$ cat src/rtl/preemptive_periodic_task_scheduler_unit_defines.svh
// ----------------------------------------------------------------------------
// Scheduler assertion macros
// Shared concurrent assertion forms for the periodic task scheduler.
// ----------------------------------------------------------------------------
`ifndef PREEMPTIVE_PERIODIC_TASK_SCHEDULER_UNIT_DEFINES_SVH
`define PREEMPTIVE_PERIODIC_TASK_SCHEDULER_UNIT_DEFINES_SVH

// Same-cycle implication, masked while reset is held
`define PPTS_ASSERT_NOW(lbl, clk, rst_n, ante, cons, msg) \
  lbl: assert property (@(posedge clk) disable iff (!rst_n) (ante) |-> (cons)) \
    else $error(msg);

// Next-cycle implication, masked while reset is held
`define PPTS_ASSERT_NEXT(lbl, clk, rst_n, ante, cons, msg) \
  lbl: assert property (@(posedge clk) disable iff (!rst_n) (ante) |=> (cons)) \
    else $error(msg);

`endif

$ cat src/rtl/ppts_pkg.sv
// ----------------------------------------------------------------------------
// Scheduler package
// Request and response types, action and status codes, default sizes.
// ----------------------------------------------------------------------------
`default_nettype none

package ppts_pkg;

  // Default size of the task table
  localparam int unsigned MAX_TASK_COUNT_DEF = 16;

  // Tick rate after reset
  localparam logic [15:0] TICK_RATE_RST = 16'd1;

  // Action codes
  localparam logic [1:0] ACT_TICK = 2'd0;
  localparam logic [1:0] ACT_DONE = 2'd1;
  localparam logic [1:0] ACT_ADD  = 2'd2;

  // Status codes
  localparam logic [1:0] ST_OK        = 2'd0;
  localparam logic [1:0] ST_IDLE_DONE = 2'd1;
  localparam logic [1:0] ST_FULL      = 2'd2;

  typedef struct packed {
    logic [1:0]  action;
    logic [31:0] period;
  } in_req_t;

  typedef struct packed {
    logic       dispatched;
    logic [3:0] task_index;
    logic [1:0] status;
  } out_rsp_t;

endpackage

`default_nettype wire

$ cat src/rtl/preemptive_periodic_task_scheduler_unit.sv
// Add, unused action or done with nothing running: the response is loaded
// directly. Tick: the scan steps through the entries until one is dispatched
// or the table ends, then loads the response. Done: the popped task is aged
// first and the scan resumes just after it. One request at a time; a stalled
// response holds the next. Reset (rst_n low, synchronous): nothing running,
// empty stack and table, tick rate 1; other entries undefined.
// ----------------------------------------------------------------------------
// Preemptive periodic task scheduler
// Fixed-priority dispatcher: a sequencer walks the task table, one entry per
// cycle, through one shared saturating adder and one ready compare.
// ----------------------------------------------------------------------------
`default_nettype none

module preemptive_periodic_task_scheduler_unit
  import ppts_pkg::*;
#(
  parameter int unsigned MAX_TASK_COUNT = MAX_TASK_COUNT_DEF
) (
  input  wire logic        clk,
  input  wire logic        rst_n,
  input  wire logic        cfg_we,
  input  wire logic [15:0] cfg_wdata,
  input  wire logic        in_valid,
  output logic             in_ready,
  input  wire in_req_t     in_data,
  output logic             out_valid,
  input  wire logic        out_ready,
  output out_rsp_t         out_data
);

  `include "preemptive_periodic_task_scheduler_unit_defines.svh"

  localparam int unsigned IDX_W = (MAX_TASK_COUNT > 1) ? $clog2(MAX_TASK_COUNT) : 1;
  localparam int unsigned CNT_W = $clog2(MAX_TASK_COUNT + 1);
  localparam logic [CNT_W-1:0] MAX_CNT = CNT_W'(MAX_TASK_COUNT);

  // Responses that carry no dispatch
  localparam out_rsp_t RSP_OK        = '{dispatched: 1'b0, task_index: 4'd0,
                                         status: ST_OK};
  localparam out_rsp_t RSP_IDLE_DONE = '{dispatched: 1'b0, task_index: 4'd0,
                                         status: ST_IDLE_DONE};
  localparam out_rsp_t RSP_FULL      = '{dispatched: 1'b0, task_index: 4'd0,
                                         status: ST_FULL};

  typedef enum logic [1:0] {
    S_IDLE,
    S_BUMP,
    S_SCAN,
    S_EMIT
  } state_t;

  state_t            state_r;
  logic [15:0]       tick_rate_r;
  logic [CNT_W-1:0]  count_r;
  logic [CNT_W-1:0]  depth_r;
  logic [CNT_W-1:0]  cnt_r;
  out_rsp_t          res_r;
  logic              out_valid_r;
  out_rsp_t          out_data_r;

  logic [31:0]       period_r  [MAX_TASK_COUNT];
  logic [31:0]       elapsed_r [MAX_TASK_COUNT];
  logic [IDX_W-1:0]  stack_r   [MAX_TASK_COUNT];
  logic [MAX_TASK_COUNT-1:0] running_r;

  logic [IDX_W-1:0]  scan_idx;
  logic [IDX_W-1:0]  add_idx;
  logic [IDX_W-1:0]  top_idx;
  logic [CNT_W-1:0]  depth_m1;
  logic [CNT_W-1:0]  depth_inc;
  logic [31:0]       cur_elapsed;
  logic [31:0]       cur_period;
  logic [32:0]       sum;
  logic [31:0]       sat_sum;
  logic              outranks;
  logic              in_range;
  logic              can_run;
  logic              dispatch_now;
  logic              depth_ok;
  logic              slot_free;
  logic              in_fire;

  // Shared step unit: entry at the scan pointer, saturating add and ready test
  always_comb begin
    scan_idx     = cnt_r[IDX_W-1:0];
    add_idx      = count_r[IDX_W-1:0];
    depth_m1     = depth_r - CNT_W'(1);
    depth_inc    = depth_r + CNT_W'(1);
    top_idx      = stack_r[depth_m1[IDX_W-1:0]];
    cur_elapsed  = elapsed_r[scan_idx];
    cur_period   = period_r[scan_idx];
    sum          = {1'b0, cur_elapsed} + {17'b0, tick_rate_r};
    sat_sum      = sum[32] ? 32'hFFFF_FFFF : sum[31:0];
    outranks     = (depth_r == '0) || (CNT_W'(top_idx) > cnt_r);
    in_range     = (cnt_r < count_r) && (cnt_r < MAX_CNT);
    can_run      = (cur_elapsed >= cur_period) && outranks &&
                   !running_r[scan_idx] && (depth_r < MAX_CNT);
    dispatch_now = (state_r == S_SCAN) && in_range && can_run;
    depth_ok     = (depth_r <= MAX_CNT) && (depth_r <= count_r);
  end

  assign in_ready  = (state_r == S_IDLE);
  assign in_fire   = in_valid && in_ready;
  assign slot_free = !out_valid_r || out_ready;
  assign out_valid = out_valid_r;
  assign out_data  = out_data_r;

  // Configuration register
  always_ff @(posedge clk) begin
    if (!rst_n) begin
      tick_rate_r <= TICK_RATE_RST;
    end else if (cfg_we) begin
      tick_rate_r <= cfg_wdata;
    end
  end

  // Sequencer, task table and output register
  always_ff @(posedge clk) begin
    if (!rst_n) begin
      state_r     <= S_IDLE;
      count_r     <= '0;
      depth_r     <= '0;
      cnt_r       <= '0;
      running_r   <= '0;
      out_valid_r <= 1'b0;
    end else begin
      // raise a loaded response, drop a delivered one
      if ((state_r == S_EMIT) && slot_free) begin
        out_valid_r <= 1'b1;
      end else if (out_ready) begin
        out_valid_r <= 1'b0;
      end

      unique case (state_r)
        S_IDLE: begin
          if (in_fire) begin
            unique case (in_data.action)
              ACT_TICK: begin
                res_r   <= RSP_OK;
                cnt_r   <= '0;
                state_r <= S_SCAN;
              end
              ACT_DONE: begin
                if (depth_r == '0) begin
                  res_r   <= RSP_IDLE_DONE;
                  state_r <= S_EMIT;
                end else begin
                  // pop the top task; its elapsed time is updated next
                  res_r   <= RSP_OK;
                  depth_r <= depth_m1;
                  cnt_r   <= CNT_W'(top_idx);
                  state_r <= S_BUMP;
                end
              end
              ACT_ADD: begin
                state_r <= S_EMIT;
                if (count_r >= MAX_CNT) begin
                  res_r <= RSP_FULL;
                end else begin
                  res_r              <= RSP_OK;
                  period_r[add_idx]  <= in_data.period;
                  elapsed_r[add_idx] <= in_data.period;
                  running_r[add_idx] <= 1'b0;
                  count_r            <= count_r + CNT_W'(1);
                end
              end
              default: begin
                res_r   <= RSP_OK;
                state_r <= S_EMIT;
              end
            endcase
          end
        end

        S_BUMP: begin
          // release the finished task and resume just after it
          running_r[scan_idx] <= 1'b0;
          elapsed_r[scan_idx] <= sat_sum;
          cnt_r               <= cnt_r + CNT_W'(1);
          state_r             <= S_SCAN;
        end

        S_SCAN: begin
          if (!in_range) begin
            state_r <= S_EMIT;
          end else if (can_run) begin
            // dispatch: clear elapsed time, push and report
            elapsed_r[scan_idx]         <= '0;
            running_r[scan_idx]         <= 1'b1;
            stack_r[depth_r[IDX_W-1:0]] <= scan_idx;
            depth_r                     <= depth_inc;
            res_r                       <= '{dispatched: 1'b1,
                                             task_index: 4'(scan_idx),
                                             status: ST_OK};
            state_r                     <= S_EMIT;
          end else begin
            elapsed_r[scan_idx] <= sat_sum;
            cnt_r               <= cnt_r + CNT_W'(1);
          end
        end

        S_EMIT: begin
          // hold the response until the output register is free
          if (slot_free) begin
            out_data_r <= res_r;
            state_r    <= S_IDLE;
          end
        end

        default: begin
          state_r <= S_IDLE;
        end
      endcase
    end
  end

  // Assertions
  `PPTS_ASSERT_NEXT(a_busy_after_accept, clk, rst_n, in_fire, !in_ready, "accepted while busy")
  `PPTS_ASSERT_NOW(a_depth_bound, clk, rst_n, 1'b1, depth_ok, "stack deeper than table")
  `PPTS_ASSERT_NEXT(a_dispatch_push, clk, rst_n, dispatch_now, running_r[$past(scan_idx)], "no push")
  `PPTS_ASSERT_NEXT(a_dispatch_depth, clk, rst_n, dispatch_now, depth_r == $past(depth_inc), "no push")
  `PPTS_ASSERT_NOW(a_scan_in_bounds, clk, rst_n, state_r == S_BUMP, cnt_r < count_r, "pop off table")

endmodule

`default_nettype wire
$ cat config.mk
export PLATFORM = sky130hd
export DESIGN_NAME = preemptive_periodic_task_scheduler_unit
export DESIGN_NICKNAME = d
export VERILOG_FILES = /design/src/rtl/ppts_pkg.sv /design/src/rtl/preemptive_periodic_task_scheduler_unit.sv
export VERILOG_INCLUDE_DIRS = /design/src /design/src/rtl
export SDC_FILE = /design/constraint.sdc
export NUM_CORES = 1
export LEC_CHECK = 0
export CAP_MARGIN = 30
export CORE_MARGIN = 2
export CORE_UTILIZATION = 56
export CTS_CLUSTER_SIZE = 16
export DETAILED_ROUTE_END_ITERATION = 10
export DONT_BUFFER_PORTS = 1
export PLACE_DENSITY = 0.68
export SYNTH_ARGS = -nofsm -noshare
export SYNTH_HDL_FRONTEND = slang
export SYNTH_SLANG_ARGS = --single-unit
$ cat constraint.sdc
create_clock -name clk -period 17.9 [get_ports clk]
set_input_delay 3.58 -clock clk [delete_from_list [all_inputs] [get_ports clk]]
set_output_delay 3.58 -clock clk [all_outputs]
set_load 0.01 [all_outputs]
# Word level (Yosys, flattened, before mapping)
# Memory sizes are Yosys's and may differ from the RTL's. A register that Yosys moved wholly into a read port is not among the register bits.
# Cells that the tools add are included.
[word_totals]
output_inout_bits = 9
ramBits = 1088
regBits = 64
mem_count = 3
wordCells = 151
input_bits = 55
[classes]
muxes = 69
eq_ne = 17
n_reduce_logical = 26
addsub = 5
n_bitwise = 8
order_cmp = 10
[memory_table]
columns = ["name", "depth", "width", "rd", "rd_ports_with_merged_regs", "write_ports", "line", "source"]
rows = [
  ["elapsed_r", 16, 32, 1, 1, 1, "preemptive_periodic_task_scheduler_unit.sv:62", "logic [31:0] elapsed_r [MAX_TASK_COUNT];"],
  ["period_r", 16, 32, 1, 1, 1, "preemptive_periodic_task_scheduler_unit.sv:61", "logic [31:0] period_r [MAX_TASK_COUNT];"],
  ["stack_r", 16, 4, 1, 0, 1, "preemptive_periodic_task_scheduler_unit.sv:63", "logic [IDX_W-1:0] stack_r [MAX_TASK_COUNT];"],
]
[ops]
columns = ["cell", "count"]
rows = [
  ["$mux 32", 4],
  ["$mux 16", 5],
  ["$pmux 16 s3", 1],
  ["$mux 5", 9],
  ["$add 32x16->33", 1],
  ["$and 16x16->16", 2],
  ["$ge 32x32->1", 1],
  ["$not 16->16", 2],
  ["$reduce_or 32->1", 1],
  ["$mux 1", 26],
  ["$mux 7", 3],
  ["$mux 4", 5],
  ["$pmux 5 s2", 2],
  ["$reduce_and 6->1", 3],
  ["$or 16x16->16", 1],
  ["$add 5x1->5 const B", 3],
  ["$pmux 5 s3", 1],
  ["$pmux 7 s2", 1],
  ["$mux 2", 6],
  ["$ne 2x2->1 const B", 6],
  ["$lt 4x5->1 const B", 2],
  ["$lt 5x5->1 const B", 2],
  ["$demux 1 s4", 2],
  ["$ge 4x1->1 const B", 2],
  ["other kinds (24)", 44],
]

# Longest topological paths before layout
# An unclocked memory read counts as a cell.
[depth]
depth_word = 16
ltp_mapped = 23
mapped_depth_nobuf = 15

# Least setup slack after synthesis
# Ideal clock, no wire load.
[synth_path]
path_kind = "input port to flip-flop"
from = "input port rst_n"
to = "memory elapsed_r[12][0], enable pin"
path_buffers = 2
required_time_ns = 17.389
arrival_ns = 7.557
setup_slack_ns = 9.832
setup_time_ns = 0.511
path_stages = 4
path_cell_list = "clkbuf_1 > o21ai_2 > clkbuf_1 > o41ai_1"
[synth_via]
elab_chain_len = 6
elab_cells_between_ends = 13
cone_classes = "mux: 10; bitwise: 2; reduce/logical: 1"
[synth_rtl]
columns = ["element", "line", "source"]
rows = [
  ["start, declared", "preemptive_periodic_task_scheduler_unit.sv:20", "input wire logic rst_n,"],
  ["$mux 1", "preemptive_periodic_task_scheduler_unit.sv:119", "if (!rst_n) begin"],
  ["$mux 1 (on tied branches)", "preemptive_periodic_task_scheduler_unit.sv:178, preemptive_periodic_task_scheduler_unit.sv:188", ""],
  ["$or 1x1->1 (no source line) (2 in a row)", "n/a", ""],
  ["$reduce_or 32->1 (no source line)", "n/a", ""],
  ["$mux 4 (no source line) or $mux 1 (tied branches)", "n/a", ""],
  ["end, declared", "preemptive_periodic_task_scheduler_unit.sv:62", ""],
]
# Parallel ways exist; a longest one is shown, timed or not.

==> results.py <==
metrics = {
    "place": {
        "dp.cells": 3397,
        "hpwl_um": 59900,
        "gp_congestion": 0.889,
        "port_buffers": 0,
    },
    "power_and_ir_drop": {
        "vdd_drop_max_uv": 92.1,
        "p_clk_frac": 0.317,
        "seq_power_share": 0.440,
        "combPwrFrac": 0.243,
        "swShare": 0.285,
        "internal_power_uw": 5220,
        "power.switching_uw": 2080,
        "leakagePower_uw": 0.0166,
        "p_per_area_nw_per_um2": 140,
        "finalPower_uw": 7300,
    },
    "sta": {
        "clock.fmax_ghz": 0.133,
        "maxSlewHeadroom": 0.309,
        "rsz0062_at_grt": "false",
        "finalCriticalPeriod_ps": 7500,
        "setup_viol": 0,
        "clock_skew_ps": 33.2,
        "fin_tns_setup_ps": 0,
        "finalHoldViolations": 0,
        "slew_violations": 0,
        "min_period_over_period": 0.419,
        "worst_pin_slew_ps": 1030,
    },
    "route": {
        "vias": 23884,
        "routed_via_density": 6.62,
        "wire_per_inst_um": 30.2,
        "drtIter0Drc": 2636,
        "drc": 0,
        "drtAntennaViolNets": 0,
        "dr.pass1.iters": 5,
        "finalWirelength_um": 109000,
    },
    "clocking": {
        "cts_resized": 0,
        "cts_setup_buffers": 0,
        "path_clk_slew_ps": 60,
        "cts_tree": "yes",
        "numCtsBuffers": 111,
        "clockBufferDepth": 3,
        "htree_levels": 3,
        "clockRootBuffer": "clkbuf_16",
        "clkLatencyLatePin_ps": 690,
        "cts_hold_buffers": 0,
        "cts_sinks": 1156,
    },
    "logic_synthesis": {
        "ys_warn_count": 0,
        "syn_avg_cell_area_um2": 19.9,
        "netlist.area_leader.share": 0.702,
        "ys_top_cells_by_area": "edfxtp_1 70%, mux4_2 16%, dfxtp_1 2.3%",
        "ys_types": 72,
        "yosysMostFrequentCell": "edfxtp_1",
        "ys_seq_area_frac": 0.724,
        "synth.ff_latch_count": 1156,
        "yosysTopAreaCell": "edfxtp_1",
        "synth_flop_cell": "edfxtp_1",
        "synth_cells": 2372,
        "ys_top_cells_by_count": "1102 x edfxtp_1, 330 x mux4_2, 98 x nor2_1, 82 x nand2_1, 78 x ha_1",
        "synth_nets": 2506,
        "synth_area_um2": 47200,
        "synth_edf_count": 1102,
        "synthArstFlopShare": 0,
    },
    "global_routing": {
        "grt_max_degree": 130,
        "grt_pass1_vias": 23872,
        "antenna_found_initial": 5,
        "grt_overflow": 0,
        "grt_usage": 0.256,
        "grt_pass1_wl_um": 159000,
    },
    "min_path": {
        "hold_path.class": "reg2reg",
    },
    "die": {
        "die_w_um": 294,
        "pin_count": 64,
        "core_region_area_um2": 83600,
        "start_util": 0.565,
        "row_count": 106,
        "die_h_um": 294,
        "dieArea_um2": 86600,
    },
    "critical_path": {
        "path_class": "reg2reg",
        "critical_path.endpoint_type": "register",
        "crit_path_start_kind": "register",
        "cp_data_arrival_time_ps": 7920,
        "cp_data_required_time_ps": 18320,
        "worstPathMaxFanout": 129,
    },
    "cells_and_area": {
        "drive_gt1_frac": 0.238,
        "fill_cells": 5681,
        "nets": 2567,
        "utilization": 0.625,
        "syn_to_final_growth_pct": 10.7,
        "fin_cells": 3606,
    },
    "flow_run": {
        "cap_violations": 0,
    },
    "run_status": {
        "outcome": "finished, final reports clean",
    },
}
## layout make-up
type,instances,area (um^2),share of cell area
inverter,66,250,0.00479
multi-input combinational,1032,12300,0.235
antenna,1,2.50,0.0000479
clock inverter,62,692,0.0132
tap,1080,1350,0.0259
clock buffer,143,2920,0.0559
sequential,1156,34200,0.655
timing repair buffer,66,526,0.0101
## metal layers
metal  GRT usage  up-vias  routed length (um)
met1       0.366    12638               44000
met5           0        -                  46
met2       0.406     1131               52300
met4      0.0713        8                2720
li1            -     9908                   -
met3      0.0520      199                9850
## kinds of logic (layout without fill, tap and decap cells)
| group | count (synthesis) | in the layout | share of synthesized area |
|---|---|---|---|
| multiplexers | 361 | 361 | 0.166 |
| adder cells (fa/ha/maj) | 79 | 79 | 0.0211 |
| AND/OR/NAND/NOR | 314 | 314 | 0.0315 |
| XOR/XNOR | 31 | 31 | 0.00576 |
| buffers and inverters | 184 | 337 | 0.0179 |
| AO/OA/AOI/OAI | 247 | 247 | 0.0334 |
| flip-flops | 1156 | 1156 | 0.724 |
| other | 0 | 1 | 0 |
## per-stage QoR
stage	cell area [um^2]	hold WS, ps	worst slack (ps)
final	52200	419	10400
after CTS	52200	419	10470
after global routing	52200	436	10110
after floorplan	47200	400	9830
after global placement	48500	412	10430
after detailed placement	48600	405	10460
## sequential cells by signal, summed over array words and instances, names as in the netlist, 5 cells and up, named ones only
signal       cells
running_r       16
cnt_r            5
tick_rate_r     16
count_r          5
depth_r          5
out_data         7
elapsed_r      512
stack_r         64
period_r       512
res_r            7
## path summary, 6_finish.rpt
path | start | slack [ps] | to | cells past startpoint
worst min register to register | res_r[2] | 420 | out_data[2] | 0
worst min-delay path | res_r[2] | 420 | out_data[2] | 0
worst max-delay path | register | 10400 | elapsed_r[9][20] | 15
worst max register to register | register | 10400 | elapsed_r[9][20] | 15
## power groups by stage
stage	clock, uW	combinational [uW]	sequential (uW)
after global routing	2460	1920	3220
after CTS	2350	1770	3220
after detailed placement	0	1760	3270
after floorplan	0	1290	3230
after global placement	0	1720	3270
final	2310	1770	3210
## worst max-delay path, cell delays in order, from the launching register on
cell	delay (ps)
dfxtp_4	660
buf_4	740
buf_12	650
mux4_2	410
mux4_2	550
ha_1	330
nand4_1	120
nor3_1	310
a2111oi_0	170
buf_4	160
a211o_1	350
a21oi_2	380
nand3_1	660
nand2_1	830
o21ai_0	440
buf_2	300
## placed cells by master (no fill, tap or decap), drive strengths merged, types with 13 or more instances in the layout
master,netlist,final
a21o,18,18
clkinv,2,42
inv,64,68
dfxtp,54,54
o21ai,75,75
edfxtp,1102,1102
a32oi,16,16
a21oi,62,62
a22oi,16,16
nor2b,16,16
nor3,20,20
mux4,335,335
buf,44,66
nor2,98,98
and3,26,26
a31oi,13,13
ha,78,78
nand2,82,82
nand3,35,35
xnor2,27,27
mux2i,24,24
clkbuf,72,143
Power figures use the tool's default switching activity.
